==> src/design/crcpf_pkg.sv <==
// shared types, constants and crc function for the crc16 packet framer
`timescale 1ns / 1ps
`default_nettype none
package crcpf_pkg;

  localparam int SYNC_LENGTH_DEF = 8;
  localparam int CMDQ_DEPTH      = 2;
  localparam int OUTQ_DEPTH      = 2;
  localparam int CFG_IDX_W       = 1;
  localparam int CFG_DATA_W      = 64;

  localparam logic [CFG_IDX_W-1:0] REG_PREAMBLE = 1'd0;
  localparam logic [CFG_IDX_W-1:0] REG_SYNC     = 1'd1;

  localparam logic [63:0] PREAMBLE_RESET = 64'h5339_14DD_1C49_3412;
  localparam logic [7:0]  SYNC_RESET     = 8'h55;
  localparam logic [7:0]  SEPARATOR_BYTE = 8'hFF;
  localparam logic [15:0] CRC_INIT       = 16'hFFFE;

  // byte offsets counted from the first preamble byte
  localparam logic [4:0] OFS_ID_HI  = 5'd8;
  localparam logic [4:0] OFS_ID_MID = 5'd9;
  localparam logic [4:0] OFS_ID_LO  = 5'd10;
  localparam logic [4:0] OFS_SEP    = 5'd11;
  localparam logic [4:0] OFS_SEQ    = 5'd12;
  localparam logic [4:0] OFS_CMD    = 5'd13;
  localparam logic [4:0] OFS_ARG    = 5'd14;
  localparam logic [4:0] OFS_CRC_HI = 5'd15;
  localparam logic [4:0] OFS_CRC_LO = 5'd16;

  typedef struct packed {
    logic [23:0] sender_id;
    logic [7:0]  command_code;
    logic [7:0]  command_argument;
  } in_t;

  typedef struct packed {
    logic [7:0] packet_byte;
    logic       last_byte;
  } out_t;

  typedef struct packed {
    logic [23:0] sender_id;
    logic [7:0]  command_code;
    logic [7:0]  command_argument;
    logic [7:0]  sequence_num;
  } cmd_t;

  // byte-wise ccitt crc step, no reflection
  function automatic logic [15:0] crc_update(input logic [15:0] crc, input logic [7:0] b);
    logic [7:0] x;
    x = crc[15:8] ^ b;
    x = x ^ {4'd0, x[7:4]};
    return {crc[7:0], 8'd0} ^ {x[3:0], 12'd0} ^ {3'd0, x, 5'd0} ^ {8'd0, x};
  endfunction

endpackage
`default_nettype wire

==> src/design/crcpf_front.sv <==
// front end: accepts commands and tags them with the sequence number
`timescale 1ns / 1ps
`default_nettype none
module crcpf_front
  import crcpf_pkg::*;
(
  input  logic clk,
  input  logic rst,
  input  logic push,
  input  in_t  cmd,
  output logic full,
  input  logic q_full,
  output logic q_push,
  output cmd_t q_data
);

  logic [7:0] sequence_count;

  assign full   = q_full;
  assign q_push = push && !q_full;

  always_comb begin
    q_data.sender_id        = cmd.sender_id;
    q_data.command_code     = cmd.command_code;
    q_data.command_argument = cmd.command_argument;
    q_data.sequence_num     = sequence_count;
  end

  always_ff @(posedge clk) begin
    if (rst) begin
      sequence_count <= 8'd0;
    end else if (q_push) begin
      sequence_count <= sequence_count + 8'd1;
    end
  end

endmodule
`default_nettype wire

==> src/design/crcpf_cmd_fifo.sv <==
// short command queue between front end and byte sequencer
`timescale 1ns / 1ps
`default_nettype none
module crcpf_cmd_fifo
  import crcpf_pkg::*;
(
  input  logic clk,
  input  logic rst,
  input  logic wr_en,
  input  cmd_t wr_data,
  output logic full,
  input  logic rd_en,
  output cmd_t rd_data,
  output logic empty
);

  localparam int PTR_W = (CMDQ_DEPTH > 1) ? $clog2(CMDQ_DEPTH) : 1;
  localparam int CNT_W = $clog2(CMDQ_DEPTH + 1);
  localparam logic [PTR_W-1:0] PTR_LAST = PTR_W'(CMDQ_DEPTH - 1);
  localparam logic [CNT_W-1:0] CNT_FULL = CNT_W'(CMDQ_DEPTH);

  cmd_t             mem [CMDQ_DEPTH];
  logic [PTR_W-1:0] wr_ptr;
  logic [PTR_W-1:0] rd_ptr;
  logic [CNT_W-1:0] count;

  assign full    = (count == CNT_FULL);
  assign empty   = (count == '0);
  assign rd_data = mem[rd_ptr];

  always_ff @(posedge clk) begin
    if (wr_en) begin
      mem[wr_ptr] <= wr_data;
    end
  end

  always_ff @(posedge clk) begin
    if (rst) begin
      wr_ptr <= '0;
      rd_ptr <= '0;
      count  <= '0;
    end else begin
      if (wr_en) begin
        wr_ptr <= (wr_ptr == PTR_LAST) ? '0 : wr_ptr + PTR_W'(1);
      end
      if (rd_en) begin
        rd_ptr <= (rd_ptr == PTR_LAST) ? '0 : rd_ptr + PTR_W'(1);
      end
      if (wr_en && !rd_en) begin
        count <= count + CNT_W'(1);
      end else if (rd_en && !wr_en) begin
        count <= count - CNT_W'(1);
      end
    end
  end

endmodule
`default_nettype wire

==> src/design/crcpf_back.sv <==
// back end: byte sequencer, running crc, config registers and result queue
`timescale 1ns / 1ps
`default_nettype none
module crcpf_back
  import crcpf_pkg::*;
#(
  parameter int SYNC_LENGTH = SYNC_LENGTH_DEF
) (
  input  logic                  clk,
  input  logic                  rst,
  input  logic                  cfg_wr_en,
  input  logic [CFG_IDX_W-1:0]  cfg_index,
  input  logic [CFG_DATA_W-1:0] cfg_data,
  input  logic                  q_empty,
  input  cmd_t                  q_data,
  output logic                  q_pop,
  output logic                  empty,
  input  logic                  pop,
  output out_t                  result
);

  localparam int POS_W = $clog2(SYNC_LENGTH + 17);
  localparam logic [POS_W-1:0] SYNC_POS = POS_W'(SYNC_LENGTH);
  localparam logic [POS_W-1:0] LAST_POS = POS_W'(SYNC_LENGTH + 16);
  localparam int OPTR_W = (OUTQ_DEPTH > 1) ? $clog2(OUTQ_DEPTH) : 1;
  localparam int OCNT_W = $clog2(OUTQ_DEPTH + 1);
  localparam logic [OPTR_W-1:0] OPTR_LAST = OPTR_W'(OUTQ_DEPTH - 1);
  localparam logic [OCNT_W-1:0] OCNT_FULL = OCNT_W'(OUTQ_DEPTH);

  logic [63:0]       preamble_word;
  logic [7:0]        sync_byte;

  logic              active;
  logic [POS_W-1:0]  byte_position;
  logic [15:0]       crc_running;
  cmd_t              held_fields;

  out_t              outq [OUTQ_DEPTH];
  logic [OPTR_W-1:0] owr_ptr;
  logic [OPTR_W-1:0] ord_ptr;
  logic [OCNT_W-1:0] ocount;

  logic              gen;
  logic              pop_acc;
  logic              in_payload;
  logic [POS_W-1:0]  ofs_full;
  logic [4:0]        ofs;
  out_t              gen_word;

  always_ff @(posedge clk) begin
    if (rst) begin
      preamble_word <= PREAMBLE_RESET;
      sync_byte     <= SYNC_RESET;
    end else if (cfg_wr_en) begin
      unique case (cfg_index)
        REG_PREAMBLE: preamble_word <= cfg_data;
        REG_SYNC:     sync_byte     <= cfg_data[7:0];
        default:      ;
      endcase
    end
  end

  assign pop_acc = pop && !empty;
  assign gen     = active && (ocount != OCNT_FULL);
  assign q_pop   = !q_empty && (!active || (gen && byte_position == LAST_POS));

  assign in_payload = (byte_position >= SYNC_POS);
  assign ofs_full   = byte_position - SYNC_POS;
  assign ofs        = ofs_full[4:0];

  // pick the byte for the current packet position
  always_comb begin
    gen_word.last_byte   = 1'b0;
    gen_word.packet_byte = sync_byte;
    if (in_payload) begin
      case (ofs)
        OFS_ID_HI:  gen_word.packet_byte = held_fields.sender_id[23:16];
        OFS_ID_MID: gen_word.packet_byte = held_fields.sender_id[15:8];
        OFS_ID_LO:  gen_word.packet_byte = held_fields.sender_id[7:0];
        OFS_SEP:    gen_word.packet_byte = SEPARATOR_BYTE;
        OFS_SEQ:    gen_word.packet_byte = held_fields.sequence_num;
        OFS_CMD:    gen_word.packet_byte = held_fields.command_code;
        OFS_ARG:    gen_word.packet_byte = held_fields.command_argument;
        OFS_CRC_HI: gen_word.packet_byte = crc_running[15:8];
        OFS_CRC_LO: begin
          gen_word.packet_byte = crc_running[7:0];
          gen_word.last_byte   = 1'b1;
        end
        default:    gen_word.packet_byte = preamble_word[{~ofs[2:0], 3'b000} +: 8];
      endcase
    end
  end

  always_ff @(posedge clk) begin
    if (q_pop) begin
      held_fields <= q_data;
    end
  end

  always_ff @(posedge clk) begin
    if (rst) begin
      active        <= 1'b0;
      byte_position <= '0;
      crc_running   <= CRC_INIT;
    end else if (q_pop) begin
      active        <= 1'b1;
      byte_position <= '0;
      crc_running   <= CRC_INIT;
    end else if (gen) begin
      if (byte_position == LAST_POS) begin
        active        <= 1'b0;
        byte_position <= '0;
        crc_running   <= CRC_INIT;
      end else begin
        byte_position <= byte_position + POS_W'(1);
        // crc covers the preamble through the argument byte
        if (in_payload && ofs < OFS_CRC_HI) begin
          crc_running <= crc_update(crc_running, gen_word.packet_byte);
        end
      end
    end
  end

  // result queue parts the sequencer from the consumer
  assign empty  = (ocount == '0);
  assign result = outq[ord_ptr];

  always_ff @(posedge clk) begin
    if (gen) begin
      outq[owr_ptr] <= gen_word;
    end
  end

  always_ff @(posedge clk) begin
    if (rst) begin
      owr_ptr <= '0;
      ord_ptr <= '0;
      ocount  <= '0;
    end else begin
      if (gen) begin
        owr_ptr <= (owr_ptr == OPTR_LAST) ? '0 : owr_ptr + OPTR_W'(1);
      end
      if (pop_acc) begin
        ord_ptr <= (ord_ptr == OPTR_LAST) ? '0 : ord_ptr + OPTR_W'(1);
      end
      if (gen && !pop_acc) begin
        ocount <= ocount + OCNT_W'(1);
      end else if (pop_acc && !gen) begin
        ocount <= ocount - OCNT_W'(1);
      end
    end
  end

endmodule
`default_nettype wire

==> src/design/crc16_packet_framer.sv <==
// top level of the crc16 packet framer
// a command waits in the command queue, then the sequencer, then the result queue
// throughput: SYNC_LENGTH + 17 bytes per command (25 by default), one byte per cycle
//   if the result queue has room, paced by the back-end byte sequencer; no packet gap
// reset: sequence number 0, preamble and sync registers to defaults, all queues empty
`timescale 1ns / 1ps
`default_nettype none
module crc16_packet_framer
  import crcpf_pkg::*;
#(
  parameter int SYNC_LENGTH = SYNC_LENGTH_DEF
) (
  input  logic                  clk,
  input  logic                  rst,
  input  logic                  push,
  input  in_t                   cmd,
  output logic                  full,
  output logic                  empty,
  input  logic                  pop,
  output out_t                  result,
  input  logic                  cfg_wr_en,
  input  logic [CFG_IDX_W-1:0]  cfg_index,
  input  logic [CFG_DATA_W-1:0] cfg_data
);

  logic q_full;
  logic q_push;
  cmd_t q_wr_data;
  logic q_pop;
  cmd_t q_rd_data;
  logic q_empty;

  crcpf_front u_front (
    .clk    (clk),
    .rst    (rst),
    .push   (push),
    .cmd    (cmd),
    .full   (full),
    .q_full (q_full),
    .q_push (q_push),
    .q_data (q_wr_data)
  );

  crcpf_cmd_fifo u_cmd_fifo (
    .clk     (clk),
    .rst     (rst),
    .wr_en   (q_push),
    .wr_data (q_wr_data),
    .full    (q_full),
    .rd_en   (q_pop),
    .rd_data (q_rd_data),
    .empty   (q_empty)
  );

  crcpf_back #(
    .SYNC_LENGTH (SYNC_LENGTH)
  ) u_back (
    .clk       (clk),
    .rst       (rst),
    .cfg_wr_en (cfg_wr_en),
    .cfg_index (cfg_index),
    .cfg_data  (cfg_data),
    .q_empty   (q_empty),
    .q_data    (q_rd_data),
    .q_pop     (q_pop),
    .empty     (empty),
    .pop       (pop),
    .result    (result)
  );

endmodule
`default_nettype wire

==> config.mk <==
export PLATFORM = sky130hd
export DESIGN_NAME = crc16_packet_framer
export DESIGN_NICKNAME = d
export VERILOG_FILES = /design/src/design/crcpf_pkg.sv /design/src/design/crcpf_front.sv /design/src/design/crcpf_cmd_fifo.sv /design/src/design/crcpf_back.sv /design/src/design/crc16_packet_framer.sv
export SDC_FILE = /design/constraint.sdc
export NUM_CORES = 1
export LEC_CHECK = 0
export ABC_AREA = 1
export ABC_CLOCK_PERIOD_IN_PS = 3700
export BUFFER_PORTS_ARGS = -buffer_cell sky130_fd_sc_hd__buf_2
export CAP_MARGIN = 15
export CORE_UTILIZATION = 59
export CTS_CLUSTER_SIZE = 16
export DETAILED_ROUTE_END_ITERATION = 7
export PLACE_DENSITY_LB_ADDON = 0.15
export SYNTH_ARGS = -nofsm -noshare
export SYNTH_HDL_FRONTEND = slang
export SYNTH_SLANG_ARGS = --single-unit
==> constraint.sdc <==
create_clock -name clk -period 3.7 [get_ports clk]
set_input_delay 0.74 -clock clk [delete_from_list [all_inputs] [get_ports clk]]
set_output_delay 0.74 -clock clk [all_outputs]
set_load 0.005 [all_outputs]
==> flow_summary.ini <==
[status]
run_status = complete, no violations

[clocking]
postCtsResizedCells = 0
tritoncts = built
number_of_buffers_added_by_the_clock_tree_synthesis_step = 28
clock_tree.root_cell = clkbuf_16
path_clk_slew_ns = 0.06
clockBufferDepth = 3
clkLatencyLatePin_ns = 0.55
cts.htree.levels = 1
ctsHoldBuffers = 0
post_cts.repair.setup_buffers = 0
sinks_on_the_clock_net = 273

[sta]
finalWorstSetupSlack_ns = 0.7421
skew_ns = 0.02312
finalCritPeriodShare_pct = 79.94
number_of_failing_hold_endpoints_at_the_final_stage = 0
timing.slew.headroom_pct = 30.00
setup_violations = 0
setup_tns_ns = 0
timing.fmax_mhz = 338.1
worst-slew-pin-transition_ns = 1.048
final_max_slew_viol_count = 0
unrepaired_setup_endpoints_after_global_routing = false
final.min_clock_period_ns = 2.958

[power]
cellPowerDensity_nw_per_um2 = 628.6
leakagePower_nw = 5.790
ir_drop_uv = 515.7

[worst_hold_path]
hold_class = primary input to flip-flop
holdPathStages = 1
hold-path-endpoint = u_cmd_fifo.mem[1][29]$_DFFE_PP_
min_from = cmd[21]

[detailed_routing]
first_pass_iters = 6
drc = 0
dr.first_iter.drc_count = 741
routedWlPerCell_um = 14.95
antenna_violating_nets_post_route = 0
finalWirelength_mm = 25.43
via_per_inst = 5.291
num_vias = 9000

[setup_path]
critical_path_arrival_ns = 3.34
critPathRequiredTime_ns = 4.08
r2r_end = u_back.crc_running[10]$_SDFFE_PP1P_
worst_r2r_path_depth = 18
critPathKind = flip-flop to flip-flop
r2r-start = u_back.byte_position[3]$_SDFFE_PP0P_
critical_path.cell_chain = inv_2 -> ha_1 -> nand2_2 -> inv_1 -> nand2_4 -> nand2_1 -> nor2_1 -> nand3_2 -> nor2_1 -> nor2_1 -> nand2_2 -> nand2_2 -> nand2_1 -> nand2_2 -> nand2_1 -> nand2_1 -> o21ai_1 -> o211ai_1
crit_family = simple AND/OR/NAND/NOR gates
reg2reg_setup_slack_ns = 0.74
buffers_and_inverters_on_the_worst_path = 2
end_kind = flip-flop
critPathLaunchType = flip-flop
critical_path_peak_fanout = 12
worst_path_largest_cell_delay_ns = 0.53
critical_path.slowest_cell = dfxtp_1
worstSetupStartpoint = u_back.byte_position[3]$_SDFFE_PP0P_

[cells_and_area]
syn2layout_area_growth_pct = 14.97
layout-drive-gt1-share_pct = 17.62
nets = 1533
instances_no_fill = 1701
insertedDiodeCount = 0
postLayoutCoreUtil_pct = 69.26

[floorplanning]
die_width_um = 143.0
effective_utilization_at_floorplan_pct = 60.24
floorplan.die_area_um2 = 20440
fp.dieH_um = 143.0
fp-row-count = 51
pin_count = 121
core_area_um2 = 19460

[place]
buffer_ports.inserted = 120
numPlacedInstances = 1649
gp_congestion = 0.9639
dp.final_hpwl_mm = 17.15
dp_slack_ns = 0.7884

[global_routing]
met3_usage_grt_pct = 4.158
grt_pass1_vias = 8245
groute.layer.met1.usage_pct = 33.18
grt_usage_pct = 25.44
grt_antenna_before_repair = 0
grt_start_max_net_pins = 65
global_route.usage.met2_pct = 42.82
overflow_after_grt = 0
most_utilized_layer_in_the_global_route_result = met2
first_pass_grt_wire_length_mm = 40.57

[synth]
synth_commonest_cells = nand2_1, edfxtp_1, nand3_1
yosysSeqAreaShare_pct = 60.45
yosys.area.top_type = edfxtp_1
yosys.cell_types.count = 34
synth.cell_area_um2 = 11720
synth_most_common_cell = nand2_1
netlist_top_cells_area = edfxtp_1, dfxtp_1, nand2_1
synthArstFlopShare_pct = 0
post_synth_inst_count = 1303
postSynthAreaPerCell_um2 = 8.998
synth_ff_type = edfxtp_1
synth_warnings = 0
synth_enable_flop_cells = 162
synth-seq-cells = 273
yosysTopAreaCellShare_pct = 41.49
syn-num-nets = 1422

[run]
maxCapViolations = 0
## how the worst max path moves through the flow
stage / slack, ns / endpoint / depth (start not counted)
2_1_floorplan: 0.31 / u_cmd_fifo.mem[1][0]$_DFFE_PP_ / 2
3_3_place_gp: 0.85 / u_back.crc_running[4]$_SDFFE_PP1P_ / 16
3_5_place_dp: 0.79 / u_back.crc_running[13]$_SDFFE_PP1P_ / 20
4_1_cts: 0.77 / u_back.crc_running[4]$_SDFFE_PP1P_ / 16
5_1_grt: 0.44 / u_back.crc_running[12]$_SDFFE_PP1P_ / 20
6_report: 0.74 / u_back.crc_running[10]$_SDFFE_PP1P_ / 18
## cells in the final DEF, fill, tap and decap left out, types with 3 or more instances in the layout
| master | count |
|---|---|
| nand2_1 | 451 |
| edfxtp_1 | 162 |
| nand3_1 | 145 |
| nor2_1 | 136 |
| buf_2 | 120 |
| dfxtp_1 | 111 |
| o21ai_0 | 62 |
| inv_1 | 43 |
| a21oi_1 | 31 |
| nand2_2 | 29 |
| clkbuf_16 | 28 |
| buf_4 | 15 |
| nand3_2 | 11 |
| nor2_2 | 9 |
| mux2_2 | 9 |
| ha_1 | 9 |
| inv_2 | 8 |
| clkbuf_1 | 7 |
| nor2_4 | 6 |
| nor3_1 | 6 |
| clkinv_1 | 4 |
| xor2_1 | 4 |
| clkinv_2 | 4 |
| clkbuf_8 | 4 |
| o211ai_1 | 3 |
## cell families (layout without fill, tap and decap cells)
kind of cell,count (synthesis),count (layout),share of synthesized area (%)
AOI/OAI and AO/OA,102,102,4.643
xor gates and xnor gates,4,4,0.2988
and+or+nand+nor,800,800,29.08
adders and majority gates,9,9,0.9605
buffers and inverters,106,239,3.703
DFF,273,273,60.45
muxes,9,9,0.8645
## sequential cells by signal (all words and copies together), names as in the netlist, named ones only
signal,count
u_front.sequence_count,8
u_cmd_fifo.count,2
u_back.sync_byte,8
u_back.outq,18
u_cmd_fifo.rd_ptr,1
u_cmd_fifo.wr_ptr,1
u_back.preamble_word,64
u_back.ord_ptr,1
u_back.active,1
u_back.ocount,2
u_cmd_fifo.mem,96
u_back.byte_position,5
u_back.crc_running,16
u_back.owr_ptr,1
u_back.held_fields,48
## worst register-to-register path: stages, from the launching register on
cell	delay [ns]
dfxtp_1	0.53
inv_2	0.13
ha_1	0.42
nand2_2	0.14
inv_1	0.09
nand2_4	0.11
nand2_1	0.06
nor2_1	0.10
nand3_2	0.28
nor2_1	0.18
nor2_1	0.07
nand2_2	0.10
nand2_2	0.07
nand2_1	0.07
nand2_2	0.08
nand2_1	0.06
nand2_1	0.05
o21ai_1	0.16
o211ai_1	0.10
## final cells by class
class	count	area, um2
Clock buffer	39	782.0
Inverter	52	195.2
Fill cell	1518	5983
Timing Repair Buffer	135	713.2
Clock inverter	13	145.1
Multi-Input combinational cell	924	4225
Tap cell	265	331.6
Sequential cell	273	7087
## metrics by stage
stage                     power (W)  instance area, um2  hold slack (ns)
after floorplan            0.005226               11720           0.4292
after global placement     0.005767               12550           0.4395
after detailed placement   0.005794               12550           0.4428
after CTS                  0.008535               13480           0.3504
after global routing       0.008873               13480           0.3531
final                      0.008473               13480           0.3695
## power by group
group,internal (W),switching [W],total (W),leakage (nW)
Clock,0.00162,0.00114,0.00276,0.447
Sequential,0.00395,0.000205,0.00416,2.43
Combinational,0.000463,0.00109,0.00155,2.91
## metal layers
layer  vias to the layer above  wire length [um]
li1                       4527                 -
met1                      4101             11030
met2                       313             11990
met3                        59              1543
met4                         0               870
met5                         -                 0
Power figures use the tool's default switching activity.
